### src/rtl/core/trcpwm_pkg.sv
// ----------------------------------------------------------------------------
// trcpwm_pkg
// Shared constants and controller/datapath interface types for the
// three-channel ratio PWM.
// ----------------------------------------------------------------------------
package trcpwm_pkg;

    localparam int DEF_PERIOD_BITS = 12;
    localparam int RESET_PERIOD    = 1000;
    localparam int SHARE_W         = 10;
    localparam int NUM_CH          = 3;
    localparam int CH_W            = 2;
    localparam int CFG_IDX_W       = 2;

    localparam logic [CFG_IDX_W-1:0] CFG_CYCLE_PERIOD  = 2'd0;
    localparam logic [CFG_IDX_W-1:0] CFG_CLEANING_MODE = 2'd1;
    localparam logic [CFG_IDX_W-1:0] CFG_OUTPUT_ENABLE = 2'd2;

    localparam logic [CH_W-1:0] LAST_CH = CH_W'(NUM_CH - 1);

    typedef struct packed {
        logic            capture;
        logic            tick;
        logic            mul;
        logic            div_step;
        logic            store;
        logic            emit;
        logic [CH_W-1:0] chan;
    } cmd_t;

    typedef struct packed {
        logic cleaning;
        logic top_zero;
        logic out_free;
    } sts_t;

endpackage

### src/rtl/core/trcpwm_ctrl.sv
// ----------------------------------------------------------------------------
// trcpwm_ctrl
// Sequencer for the ratio PWM: accepts one transaction at a time, runs the
// tick update or up to three share divisions, then hands over the result.
// ----------------------------------------------------------------------------
module trcpwm_ctrl
    import trcpwm_pkg::*;
#(
    parameter int DIV_STEPS = SHARE_W + DEF_PERIOD_BITS
) (
    input  logic aclk,
    input  logic aresetn,
    input  logic s_tvalid,
    input  logic s_tuser,
    output logic s_tready,
    input  sts_t sts,
    output cmd_t cmd
);

    localparam int CNT_W = $clog2(DIV_STEPS);

    localparam logic [2:0] S_IDLE  = 3'd0;
    localparam logic [2:0] S_TICK  = 3'd1;
    localparam logic [2:0] S_MUL   = 3'd2;
    localparam logic [2:0] S_DIV   = 3'd3;
    localparam logic [2:0] S_STORE = 3'd4;
    localparam logic [2:0] S_EMIT  = 3'd5;

    logic [2:0]       state_reg, state_next;
    logic [CH_W-1:0]  chan_reg, chan_next;
    logic [CNT_W-1:0] cnt_reg, cnt_next;

    assign s_tready = (state_reg == S_IDLE);

    always_comb begin
        state_next   = state_reg;
        chan_next    = chan_reg;
        cnt_next     = cnt_reg;
        cmd          = '0;
        cmd.chan     = chan_reg;
        unique case (state_reg)
            S_IDLE: begin
                if (s_tvalid) begin
                    cmd.capture = 1'b1;
                    chan_next   = '0;
                    if (s_tuser) begin
                        state_next = S_TICK;
                    end else if (sts.cleaning) begin
                        state_next = S_EMIT;
                    end else begin
                        state_next = S_MUL;
                    end
                end
            end
            S_TICK: begin
                cmd.tick   = 1'b1;
                state_next = S_EMIT;
            end
            S_MUL: begin
                cmd.mul = 1'b1;
                if (sts.top_zero) begin
                    state_next = S_EMIT;
                end else begin
                    cnt_next   = CNT_W'(DIV_STEPS - 1);
                    state_next = S_DIV;
                end
            end
            S_DIV: begin
                cmd.div_step = 1'b1;
                if (cnt_reg == '0) begin
                    state_next = S_STORE;
                end else begin
                    cnt_next = cnt_reg - 1'b1;
                end
            end
            S_STORE: begin
                cmd.store = 1'b1;
                if (chan_reg == LAST_CH) begin
                    state_next = S_EMIT;
                end else begin
                    chan_next  = chan_reg + 1'b1;
                    state_next = S_MUL;
                end
            end
            S_EMIT: begin
                cmd.emit = sts.out_free;
                if (sts.out_free) begin
                    state_next = S_IDLE;
                end
            end
            default: begin
                state_next = S_IDLE;
            end
        endcase
    end

    always_ff @(posedge aclk) begin
        if (!aresetn) begin
            state_reg <= S_IDLE;
            chan_reg  <= '0;
            cnt_reg   <= '0;
        end else begin
            state_reg <= state_next;
            chan_reg  <= chan_next;
            cnt_reg   <= cnt_next;
        end
    end

endmodule

### src/rtl/core/trcpwm_dp.sv
// ----------------------------------------------------------------------------
// trcpwm_dp
// Datapath of the ratio PWM: configuration registers, share capture,
// multiplier and bit-serial divider, off times, elapsed counter, drive levels
// and the result register.
// ----------------------------------------------------------------------------
module trcpwm_dp
    import trcpwm_pkg::*;
#(
    parameter int PERIOD_BITS = DEF_PERIOD_BITS
) (
    input  logic                   aclk,
    input  logic                   aresetn,
    input  logic                   cfg_wr_en,
    input  logic [CFG_IDX_W-1:0]   cfg_index,
    input  logic [PERIOD_BITS-1:0] cfg_wdata,
    input  logic [31:0]            s_tdata,
    input  cmd_t                   cmd,
    output sts_t                   sts,
    output logic                   m_tvalid,
    input  logic                   m_tready,
    output logic [7:0]             m_tdata
);

    localparam int ELAP_W = PERIOD_BITS + 1;
    localparam int DVD_W  = SHARE_W + PERIOD_BITS;
    localparam logic [ELAP_W-1:0] ELAP_MAX   = '1;
    localparam logic [ELAP_W-1:0] ELAP_RESET = ELAP_W'(1) << PERIOD_BITS;
    localparam logic [PERIOD_BITS-1:0] PERIOD_RESET = PERIOD_BITS'(RESET_PERIOD);

    logic [PERIOD_BITS-1:0] period_reg;
    logic                   cleaning_reg;
    logic                   oe_reg;
    logic [ELAP_W-1:0]      elapsed_reg;
    logic [PERIOD_BITS-1:0] off_reg [NUM_CH];
    logic [NUM_CH-1:0]      drive_reg;
    logic                   restart_reg;
    logic [SHARE_W-1:0]     share_reg [NUM_CH];
    logic [DVD_W-1:0]       dvd_reg;
    logic [SHARE_W-1:0]     rem_reg;
    logic                   m_tvalid_reg;
    logic [3:0]             m_tdata_reg;

    logic [SHARE_W-1:0]     top;
    logic [SHARE_W:0]       trial;
    logic                   fits;
    logic [ELAP_W-1:0]      elapsed_inc;
    logic                   wrap;
    logic [PERIOD_BITS-1:0] on_raw;
    logic [PERIOD_BITS-1:0] on_val;

    always_comb begin
        top = share_reg[0];
        if (share_reg[1] > top) begin
            top = share_reg[1];
        end
        if (share_reg[2] > top) begin
            top = share_reg[2];
        end
    end

    assign trial       = {rem_reg, dvd_reg[DVD_W-1]};
    assign fits        = (trial >= {1'b0, top});
    assign elapsed_inc = (elapsed_reg == ELAP_MAX) ? elapsed_reg : elapsed_reg + 1'b1;
    assign wrap        = (elapsed_inc > {1'b0, period_reg});
    assign on_raw      = dvd_reg[PERIOD_BITS-1:0];
    assign on_val      = (on_raw > period_reg) ? period_reg : on_raw;

    assign sts.cleaning = cleaning_reg;
    assign sts.top_zero = (top == '0);
    assign sts.out_free = !m_tvalid_reg || m_tready;

    assign m_tvalid = m_tvalid_reg;
    assign m_tdata  = {4'b0000, m_tdata_reg};

    always_ff @(posedge aclk) begin
        if (!aresetn) begin
            period_reg   <= PERIOD_RESET;
            cleaning_reg <= 1'b0;
            oe_reg       <= 1'b0;
            elapsed_reg  <= ELAP_RESET;
            drive_reg    <= '0;
            restart_reg  <= 1'b0;
            m_tvalid_reg <= 1'b0;
            for (int i = 0; i < NUM_CH; i++) begin
                off_reg[i] <= PERIOD_RESET;
            end
        end else begin
            if (cfg_wr_en) begin
                unique case (cfg_index)
                    CFG_CYCLE_PERIOD: begin
                        period_reg <= cfg_wdata;
                    end
                    CFG_CLEANING_MODE: begin
                        cleaning_reg <= cfg_wdata[0];
                        for (int i = 0; i < NUM_CH; i++) begin
                            off_reg[i] <= cfg_wdata[0] ? '0 : period_reg;
                        end
                    end
                    CFG_OUTPUT_ENABLE: begin
                        oe_reg    <= cfg_wdata[0];
                        drive_reg <= '0;
                    end
                    default: begin
                    end
                endcase
            end
            if (cmd.capture) begin
                restart_reg <= 1'b0;
            end
            if (cmd.tick) begin
                if (!oe_reg) begin
                    elapsed_reg <= elapsed_inc;
                    drive_reg   <= '0;
                end else if (wrap) begin
                    elapsed_reg <= '0;
                    drive_reg   <= '0;
                    restart_reg <= 1'b1;
                end else begin
                    elapsed_reg <= elapsed_inc;
                    for (int i = 0; i < NUM_CH; i++) begin
                        if (elapsed_inc > {1'b0, off_reg[i]}) begin
                            drive_reg[i] <= 1'b1;
                        end
                    end
                end
            end
            if (cmd.mul && (top == '0)) begin
                for (int i = 0; i < NUM_CH; i++) begin
                    off_reg[i] <= period_reg;
                end
            end
            if (cmd.store) begin
                off_reg[cmd.chan] <= period_reg - on_val;
            end
            if (cmd.emit) begin
                m_tvalid_reg <= 1'b1;
            end else if (m_tready) begin
                m_tvalid_reg <= 1'b0;
            end
        end
    end

    always_ff @(posedge aclk) begin
        if (cmd.capture) begin
            share_reg[0] <= s_tdata[SHARE_W-1:0];
            share_reg[1] <= s_tdata[2*SHARE_W-1:SHARE_W];
            share_reg[2] <= s_tdata[3*SHARE_W-1:2*SHARE_W];
        end
        if (cmd.mul) begin
            dvd_reg <= DVD_W'(share_reg[cmd.chan]) * DVD_W'(period_reg);
            rem_reg <= '0;
        end else if (cmd.div_step) begin
            rem_reg <= fits ? SHARE_W'(trial - {1'b0, top}) : trial[SHARE_W-1:0];
            dvd_reg <= {dvd_reg[DVD_W-2:0], fits};
        end
        if (cmd.emit) begin
            m_tdata_reg <= {restart_reg, drive_reg[2], drive_reg[1], drive_reg[0]};
        end
    end

    a_disabled_low: assert property (@(posedge aclk) disable iff (!aresetn)
        (cmd.tick && !oe_reg) |=> (drive_reg == '0))
        else $error("drive active after tick while disabled");

    a_wrap_clears: assert property (@(posedge aclk) disable iff (!aresetn)
        (cmd.tick && oe_reg && wrap) |=> (elapsed_reg == '0 && restart_reg && drive_reg == '0))
        else $error("cycle restart did not clear count and drives");

    a_store_bound: assert property (@(posedge aclk) disable iff (!aresetn)
        cmd.store |=> (off_reg[$past(cmd.chan)] <= period_reg))
        else $error("stored off time exceeds cycle period");

    a_set_no_restart: assert property (@(posedge aclk) disable iff (!aresetn)
        (cmd.capture && !cmd.tick) |=> !restart_reg)
        else $error("restart flag not cleared on new transaction");

endmodule

### src/rtl/core/three_channel_ratio_pwm.sv
// ----------------------------------------------------------------------------
// three_channel_ratio_pwm
// Three-channel slow PWM for pump drive, with ratio-based duty setting.
//
// Channel   Direction  tdata / tuser content
// s_        in         tdata: share_one, share_two, share_three; tuser: kind
// m_        out        tdata: pump_one_on, pump_two_on, pump_three_on, restart
// cfg_      in         cycle_period, cleaning_mode, output_enable
//
// A tick transaction passes through the tick state, then the emit state.
// A set transaction runs three multiply/divide passes on one shared divider,
// one per channel; an all-zero set ends after its first multiply step, and a
// cleaning-mode set skips the passes and goes straight to the result.
// Reset is synchronous; no clearing pass is needed.
// While a result waits, one more transaction is accepted and computed; its
// result then waits for the output register before the input opens again.
// ----------------------------------------------------------------------------
module three_channel_ratio_pwm
    import trcpwm_pkg::*;
#(
    parameter int PERIOD_BITS = DEF_PERIOD_BITS
) (
    input  logic                   aclk,
    input  logic                   aresetn,
    input  logic                   cfg_wr_en,
    input  logic [CFG_IDX_W-1:0]   cfg_index,
    input  logic [PERIOD_BITS-1:0] cfg_wdata,
    input  logic                   s_tvalid,
    output logic                   s_tready,
    input  logic [31:0]            s_tdata,   // share_one, share_two, share_three
    input  logic                   s_tuser,   // kind
    output logic                   m_tvalid,
    input  logic                   m_tready,
    output logic [7:0]             m_tdata    // pump one, two, three, cycle_restart
);

    cmd_t cmd;
    sts_t sts;

    trcpwm_ctrl #(
        .DIV_STEPS(SHARE_W + PERIOD_BITS)
    ) u_ctrl (
        .aclk    (aclk),
        .aresetn (aresetn),
        .s_tvalid(s_tvalid),
        .s_tuser (s_tuser),
        .s_tready(s_tready),
        .sts     (sts),
        .cmd     (cmd)
    );

    trcpwm_dp #(
        .PERIOD_BITS(PERIOD_BITS)
    ) u_dp (
        .aclk     (aclk),
        .aresetn  (aresetn),
        .cfg_wr_en(cfg_wr_en),
        .cfg_index(cfg_index),
        .cfg_wdata(cfg_wdata),
        .s_tdata  (s_tdata),
        .cmd      (cmd),
        .sts      (sts),
        .m_tvalid (m_tvalid),
        .m_tready (m_tready),
        .m_tdata  (m_tdata)
    );

endmodule

### config.mk
export PLATFORM = sky130hd
export DESIGN_NAME = three_channel_ratio_pwm
export DESIGN_NICKNAME = d
export VERILOG_FILES = /design/src/rtl/core/trcpwm_pkg.sv /design/src/rtl/core/trcpwm_ctrl.sv /design/src/rtl/core/trcpwm_dp.sv /design/src/rtl/core/three_channel_ratio_pwm.sv
export SDC_FILE = /design/constraint.sdc
export NUM_CORES = 1
export LEC_CHECK = 0
export BUFFER_PORTS_ARGS = -buffer_cell sky130_fd_sc_hd__buf_2
export CORE_ASPECT_RATIO = 0.8
export CORE_MARGIN = 1
export CORE_UTILIZATION = 59
export CTS_BUF_LIST = sky130_fd_sc_hd__clkbuf_8
export DETAILED_ROUTE_END_ITERATION = 12
export PLACE_DENSITY = 0.77
export SYNTH_ARGS = -nofsm -noshare
export SYNTH_HDL_FRONTEND = slang
export SYNTH_SLANG_ARGS = --single-unit
### constraint.sdc
create_clock -name aclk -period 14.5 [get_ports aclk]
set_input_delay 1.45 -clock aclk [delete_from_list [all_inputs] [get_ports aclk]]
set_output_delay 1.45 -clock aclk [all_outputs]
set_load 0.01 [all_outputs]
# Word level (Yosys, flattened, before mapping)
# Memory sizes are Yosys's and may differ from the RTL's. A register that Yosys moved wholly into a read port is not among the register bits.
# Index checks and enable logic that the tools add are counted.
[classes]
add_sub_neg = 5
multipliers = 1
n_lt_le_gt_ge = 8
n_eq_ne = 15
mux = 66
bitwise_logic = 6
reduce_logical = 17
[op_table]
columns = ["cell", "n"]
rows = [
  ["2-to-1 mux 12 bit", 8],
  ["> comparator 13 x 12 -> 1 bit", 4],
  ["2-to-1 mux 22 bit", 2],
  ["2-to-1 mux 13 bit", 3],
  ["2-to-1 mux 3 bit", 12],
  ["2-to-1 mux 10 bit", 3],
  ["2-to-1 mux 1 bit", 29],
  ["multiplier 10 x 12 -> 22 bit", 1],
  ["> comparator 10 bit", 2],
  ["one-hot mux 3 bit (6 select lines)", 1],
  ["adder 13 x 1 -> 13 bit, second input constant", 1],
  ["equality test 13 bit, second input constant", 1],
  ["> comparator 12 bit", 1],
  ["subtractor 12 bit", 1],
  [">= comparator 11 x 10 -> 1 bit", 1],
  ["zero test 10 bit", 1],
  ["2-to-1 mux 5 bit", 2],
  ["one-hot mux 5 bit (2 select lines)", 1],
  ["subtractor 10 bit", 1],
  ["AND reduction 3 bit", 3],
  ["2-to-1 mux 2 bit", 4],
  ["!= test 2 bit, second input constant", 4],
  ["nonzero test 2 bit", 4],
  ["equality test 3 x 2 -> 1 bit, second input constant", 2],
  ["16 further kinds", 26],
]
[word_totals]
reg_bits = 78
mem_bits_rw = 66
inputBits = 52
out_inout_bits = 10
wordCells = 133
memories = 2
[memory_table]
columns = ["name", "words", "word_bits", "rd", "rd_clocked_by_memory_dff", "write_ports", "line", "rtl"]
rows = [
  ["u_dp.off_reg", 3, 12, 3, 0, 4, "trcpwm_dp.sv:35", "logic [PERIOD_BITS-1:0] off_reg [NUM_CH];"],
  ["u_dp.share_reg", 3, 10, 4, 1, 3, "trcpwm_dp.sv:38", "logic [SHARE_W-1:0] share_reg [NUM_CH];"],
]

# Longest topological paths before layout
# Gate-level depths: netlist of run 1.
# An unclocked memory read counts as a cell.
[depth]
word_depth = 11
mapped_depth = 32
depth_no_buf = 29

# By module
# A second synthesis of run 1 with hierarchy kept.
[unflattened]
hier_cells = 1488
hier_area_um2 = 13590.5
[modules_own_cells]
columns = ["mod", "instances", "cells_per_inst", "area_per_inst_um2", "seq_area_each_um2"]
rows = [
  ["trcpwm_dp", 1, 1404, 12887.4, 3603.5],
  ["trcpwm_ctrl", 1, 84, 703.2, 200.2],
]

# Worst setup path after synthesis of run 1
# OpenSTA, ideal clock, no wires.
[synth_timing]
kind = "register to register"
start = "memory u_dp.share_reg[1][3]"
end = "register u_dp.rem_reg[6]"
setup_ns = 0.063
arrival_ns = 6.387
required_time_ns = 14.437
setup_slack_ns = 8.050
path_stages_with_launch = 30
n_path_buf = 3
period_less_slack_ns = 6.450
cell_sequence = "edfxtp_1 > ha_1 > a21oi_1 > o21ai_1 > a2111oi_0 > nor2_1 > clkbuf_1 > o21ai_0 > inv_1 > ha_1 > nand3_1 > or2_1 > nor2_1 > o211ai_1 > mux2_2 > a2bb2oi_2 > clkbuf_1 > mux2i_1 > ha_1 > nor2b_1 > o21ai_0 > nand2b_1 > inv_1 > maj3_2 > a221oi_2 > o21bai_2 > and2_1 > buf_6 > or4_1 > nand3_1"
[synth_rtl]
columns = ["item", "line", "rtl"]
rows = [
  ["start: declaration", "trcpwm_dp.sv:38", ""],
  ["end signal: assignment", "trcpwm_dp.sv:154", "rem_reg <= fits ? SHARE_W'(trial - {1'b0, top}) : trial[SHARE_W-1:0];"],
  ["end: declaration", "trcpwm_dp.sv:40", "logic [SHARE_W-1:0] rem_reg;"],
]

==> metrics.md, run 1 <==
| Metric | Value |
|---|---|
| CTS Buffer Depth | 2 |
| Most common cell in the netlist | inv_1 |
| Finished Layout Cells | 1851 |
| CP Launch Type | flop |
| CTS tree | yes |
| Tmin final | 7.509 ns |
| Cell Area, Placed | 13920 sq um |
| Post-route cell area | 14320 sq um |
| Worst Path Required | 14.91 ns |
| Clock-pin slew on the worst setup and hold paths | 0.09 ns |
| Pre-CTS setup slack | 7.143 ns |
| Final hold violations | 0 |
| Synth unique cells | 70 |
| Number of synthesized flops with an enable pin | 92 |
| CTS Buf Count | 17 |
| Hold path startpoint | u_dp.drive_reg[2] |
| Most used DFF post-synth | edfxtp_1 |
| H-tree Lvls | 4 |
| Wire per inst | 16.95 um |
| Die height | 136.9 um |
| Worst Hold End | u_dp.m_tdata_reg[2] |
| Drt pass-1 iters | 5 |
| # setup viols final | 0 |
| Placed cell count | 1819 |
| Resize count post-CTS | 0 |
| Status | finished, final reports clean |
| Crit path max fanout | 15 |
| First-pass GRT wire length | 51540 um |
| Setup Crit Path Kind | reg -> reg |
| Reg2reg end | u_dp.rem_reg[6] |
| Final Worst Setup Slack | 6.991 ns |
| Final nets | 1830 |
| Remaining DRCs | 0 |
| Fin. max-slew vios | 0 |
| Endpoint class of the critical path | flop |
| Skew final | 0.02179 ns |
| DR vias/cell | 5.884 |
| Clock Latency Late Sink | 0.47 ns |
| Final RePlAce weighted congestion | 0.9496 |
| Antenna violations before repair | 0 |
| CTS Hold Bufs | 0 |
| Async S/R FF share, synth | 0 |
| Via count | 10890 |
| Top cells by count, synth | 194 x inv_1, 189 x nand2_1, 160 x ha_1 |
| Reg2Reg Depth | 27 |
| Rel. slew slack | 0.3070 |
| DRT Wirelength | 31380 um |
| Post-CTS setup buffers | 0 |
| Largest register FFs | 36 |
| Initial Util | 0.6123 |
| Synthesized area per cell | 8.883 sq um |
| Synthesized cell area | 13420 sq um |
| Dominant cells by area after synthesis | edfxtp_1 21%, ha_1 15%, fa_1 12%, dfxtp_1 8.1%, inv_1 5.4% |
| Die area | 23360 sq um |
| Fin crit share | 0.5179 |
| F_max | 133.2 MHz |
| IO Count | 62 |
| Synth top area share | 0.2058 |
| Post-route ant nets | 0 |
| Die Wd | 170.6 um |
| Clk root buf | clkbuf_8 |
| Clk sinks | 146 |
| Diodes inserted | 0 |
| Worst slew pin tran | 1.036 ns |
| R2r startpoint | u_dp.share_reg[1][4] |
| Vias in the first global route | 10460 |
| Syn. warnings | 0 |
| Max_cap viols | 0 |
| Flop2flop setup slack | 6.99 ns |
| Min-Delay Path Class | reg -> reg |
| GRT overflow | 0 |
| Seq cells post-synth | 146 |
| Rows | 48 |
| Largest net degree at the start of global routing | 47 |
| Setup TNS | 0 ns |
| Detailed Place HPWL | 24410 um |
| Largest area contributor in the netlist | edfxtp_1 |
| Hold depth | 0 |
| I/O Buffers | 55 |
| RSZ-0062 raised after global routing | false |
| GRT Total Usage | 0.2847 |
| Sequential fraction of the synthesis area | 0.2864 |
| DRT iter0 DRCs | 897 |
| Layout cells sized above 1 | 0.07672 |
| Critical Path AT | 7.92 ns |
| Synthesized instance count | 1511 |
| Core area | 21920 sq um |
| Synth-to-Final Area Change | 6.656% |
[layout by cell type (no fill, tap or decap), types with 13 or more instances in the layout]
cell type / instances
o21ai_0: 95
ha_1: 160
a21boi_0: 13
a21o_1: 28
edfxtp_1: 92
o211ai_1: 14
o21a_1: 22
nand3_1: 27
clkbuf_8: 19
nor2_1: 100
buf_2: 55
mux2i_1: 35
nand2b_1: 13
xor2_1: 21
dfxtp_1: 54
and2_1: 30
nor2b_1: 21
nand4_1: 27
inv_1: 196
xnor2_1: 28
fa_1: 80
a21oi_1: 75
nand2_1: 189
nor3_1: 20
[metrics by stage]
step / utilization / hold slack [ns]
2_1_floorplan: - / 0.4087
3_3_place_gp: 0.6350 / 0.4242
3_5_place_dp: 0.6350 / 0.4196
4_1_cts: 0.6530 / 0.4403
5_1_grt: 0.6530 / 0.4516
6_report: 0.6530 / 0.4385
[metal layers]
metal,GRT usage,part of all wire,wire length (um),vias to the layer above
met4,0.08959,0.023,733,0
met5,0,0,0,-
met3,0.05321,0.075,2368,70
li1,-,-,-,5215
met1,0.3941,0.46,14290,5188
met2,0.4519,0.45,13990,418
[layout make-up]
cell class,count,area [sq um]
sequential,146,3844
clock inverter,13,132.6
fill,1815,7606
multi-input combinational,1110,8601
tap,300,375.4
clock buffer,19,261.5
timing repair buffer,67,365.4
inverter,196,735.7
[logic make-up (layout without fill, tap and decap cells)]
logic type | count (synthesis) | count (layout) | share of synthesized area
multiplexers | 44 | 44 | 0.03393
AND/OR/NAND/NOR | 471 | 471 | 0.1635
XOR/XNOR | 49 | 49 | 0.03198
adder cells (fa/ha/maj) | 243 | 243 | 0.2708
flip-flops | 146 | 146 | 0.2864
other | 1 | 4 | 0.0002794
AO/OA/AOI/OAI | 299 | 299 | 0.1391
buffers and inverters | 258 | 295 | 0.07402
[worst max path at each step]
stage | start | to | slack, ns | cells past startpoint
global route | u_dp.share_reg[0][4] | u_dp.rem_reg[6] | 6.33 | 28
CTS | u_dp.share_reg[1][4] | u_dp.rem_reg[6] | 7.08 | 25
finish | u_dp.share_reg[1][4] | u_dp.rem_reg[6] | 6.99 | 27
detailed placement | u_dp.share_reg[1][4] | u_dp.rem_reg[6] | 7.14 | 25
floorplan | u_dp.share_reg[1][3] | u_dp.rem_reg[6] | 8.05 | 29
global placement | u_dp.share_reg[0][4] | u_dp.rem_reg[6] | 7.23 | 28
[critical path: stages (launching register included)]
cell,delay (ns)
edfxtp_1,0.48
ha_1,0.35
nand4_1,0.14
a211oi_1,0.36
a2111oi_0,0.16
nor2_1,0.82
nand2_1,0.10
o21ai_0,0.24
inv_1,0.10
ha_1,0.31
nand3_1,0.08
or2_1,0.27
nor2_1,0.23
o211ai_1,0.13
mux2_2,0.29
a2bb2oi_2,0.62
mux2i_1,0.21
ha_1,0.33
nor2b_1,0.12
o21ai_0,0.08
nand2b_1,0.08
inv_1,0.07
maj3_2,0.33
a221oi_2,0.32
o21bai_2,0.18
and2_1,0.34
or4_1,0.59
nand3_1,0.11
Power of run 1 is not shown: default switching activity piles up to over one toggle a cycle in this logic, so the estimate is an artifact.
==> run 2: changes to the inputs <==
PLACE_DENSITY = 0.8   (was 0.77)
clock period = 6.4 ns   (was 14.5 ns; I/O delays follow)
==> run 2 against run 1 <==
Core utilization grew 3.4 points; register-to-register slack lost 6.8 ns; flip-flop and latch count is the same; global-route usage grew 1.3 points; critical path depth shrank 3; cell area grew 5.3%; clock skew shrank 0.00087 ns; critical endpoint is now u_dp.dvd_reg[21].
==> metrics.md, run 2 (same netlist as run 1, synthesis figures left out) <==
| Metric | Value |
|---|---|
| Final Worst Setup Slack | 0.1650 ns |
| Clk sinks | 146 |
| Met1 usage | 0.4039 |
| Top delay family on crit path | adder cells |
| Area of the multi-input gates | 8777 sq um |
| Final Util | 0.6874 |
| DRT iter0 DRCs | 974 |
| Clock Latency Late Sink | 0.48 ns |
| Synth-to-Final Area Change | 12.28% |
| IO Count | 62 |
| Gr busiest metal | met2 |
| Core area | 21920 sq um |
| Clk root buf | clkbuf_8 |
| Layout cells sized above 1 | 0.1385 |
| H-tree Lvls | 4 |
| First-pass GRT wire length | 53920 um |
| DR vias/cell | 5.858 |
| Final nets | 1904 |
| CTS Buf Count | 17 |
| Post-route ant nets | 0 |
| Max incr delay on CP | 0.57 ns |
| Die area | 23360 sq um |
| Worst Path Required | 6.61 ns |
| GRT overflow | 0 |
| F_max | 160.4 MHz |
| Final hold violations | 0 |
| Skew final | 0.02092 ns |
| # setup viols final | 0 |
| Drt pass-1 iters | 5 |
| Fin crit share | 0.9742 |
| Worst slew pin tran | 1.056 ns |
| CTS tree | yes |
| GR Layer Usage met2 | 0.4846 |
| Cell Area, Placed | 14310 sq um |
| Initial Util | 0.6123 |
| Hold path startpoint | s_tdata[5] |
| Antenna violations before repair | 0 |
| Rows | 48 |
| Crit path buf inv count | 8 |
| Final RePlAce weighted congestion | 0.9524 |
| Finished Layout Cells | 1925 |
| Most frequent cells in the layout | 192 x inv_1, 187 x nand2_1, 152 x ha_1 |
| GRT Total Usage | 0.2977 |
| Setup Crit Path Kind | reg -> reg |
| CTS Hold Bufs | 0 |
| Fin. max-slew vios | 0 |
| Max_cap viols | 0 |
| Min-Delay Path Class | in -> reg |
| Tmin final | 6.235 ns |
| Pre-CTS setup slack | 0.1085 ns |
| CP max-delay cell | fa_1 |
| Critical Path AT | 6.45 ns |
| DRT Wirelength | 33720 um |
| Die Wd | 170.6 um |
| Crit path max fanout | 6 |
| Endpoint class of the critical path | flop |
| Post-route cell area | 15070 sq um |
| Critical Path, Cell by Cell | clkbuf_16, mux2i_1, o21ai_1, buf_4, buf_6, nand2_1, fa_1, inv_1, fa_1, inv_1, fa_1, inv_1, fa_1, inv_1, fa_1, inv_1, ha_2, or3_4, o211ai_1, a41oi_2, or4_1, a31oi_1, xnor2_1, o21ai_1 |
| I/O Buffers | 55 |
| Diodes inserted | 0 |
| Rel. slew slack | 0.2955 |
| FF+latch area | 3847 sq um |
| Vias in the first global route | 10900 |
| CP Launch Type | flop |
| Die height | 136.9 um |
| Commonest non-fill, non-tap cell in the layout | inv_1 |
| Clock-pin slew on the worst setup and hold paths | 0.09 ns |
| Detailed Place HPWL | 25430 um |
| Wire per inst | 17.51 um |
| Remaining DRCs | 0 |
| Via count | 11280 |
| Met3 usage | 0.05495 |
| CTS Buffer Depth | 2 |
| Placed cell count | 1869 |
| Fillers | 1710 |
| Largest net degree at the start of global routing | 47 |
| Status | finished, final reports clean |
| Largest register FFs | 36 |
## run 2: cell types whose count changed in the layout (fill, tap and decap cells not counted), moves of 6 or more
cell     delta
ha_4        +6
buf_4      +67
ha_1        -8
o21ai_0    -10
o21ai_1     +9
## run 2: through the flow
step,hold slack (ns),setup TNS [ns]
after CTS,0.3307,0
after global placement,0.4231,0
after detailed placement,0.4255,0
final,0.3415,0
after floorplan,0.4087,0
after global routing,0.3255,-0.2775
## run 2: worst register-to-register path, delay by kind of cell, from the launching register on
kind                     cells  cell delay (ns)
XOR/XNOR                     1             0.13
AND/OR/NAND/NOR              3             0.96
flip-flops                   1             0.37
buffers and inverters        8             0.76
multiplexers                 1             0.11
AO/OA/AOI/OAI                5             0.85
adder cells (fa/ha/maj)      6             2.81
## run 2: repair_timing
item | 4_1_cts | 5_1_grt
endpoints found under the setup margin | 0 | 16
buffers inserted | 0 | 22
gates resized for setup | 0 | 55
## run 2: layout make-up
| cell class | count | area share |
|---|---|---|
| inverters | 196 | 0.04882 |
| clock inverters | 15 | 0.008635 |
| multi-input cells | 1110 | 0.5824 |
| clock buffers | 17 | 0.01553 |
| repair buffers | 141 | 0.06435 |
| flip-flops and latches | 146 | 0.2553 |
| well taps | 300 | 0.02491 |
## run 2: path summary, 6_finish.rpt
check                                       endpoint  slack [ns]  depth (start not counted)
worst min register to register   u_dp.m_tdata_reg[3]        0.45                          0
worst max-delay path                u_dp.dvd_reg[21]        0.17                         24
worst min-delay path            u_dp.share_reg[0][5]        0.34                          1
worst max register to register      u_dp.dvd_reg[21]        0.17                         24
## run 2: per-layer routing
metal,up-vias,part of all wire
met1,5408,0.44
met3,58,0.080
met4,0,0.021
met5,-,0
li1,5349,-
met2,462,0.46
Power of run 2 is left out for the same reason.
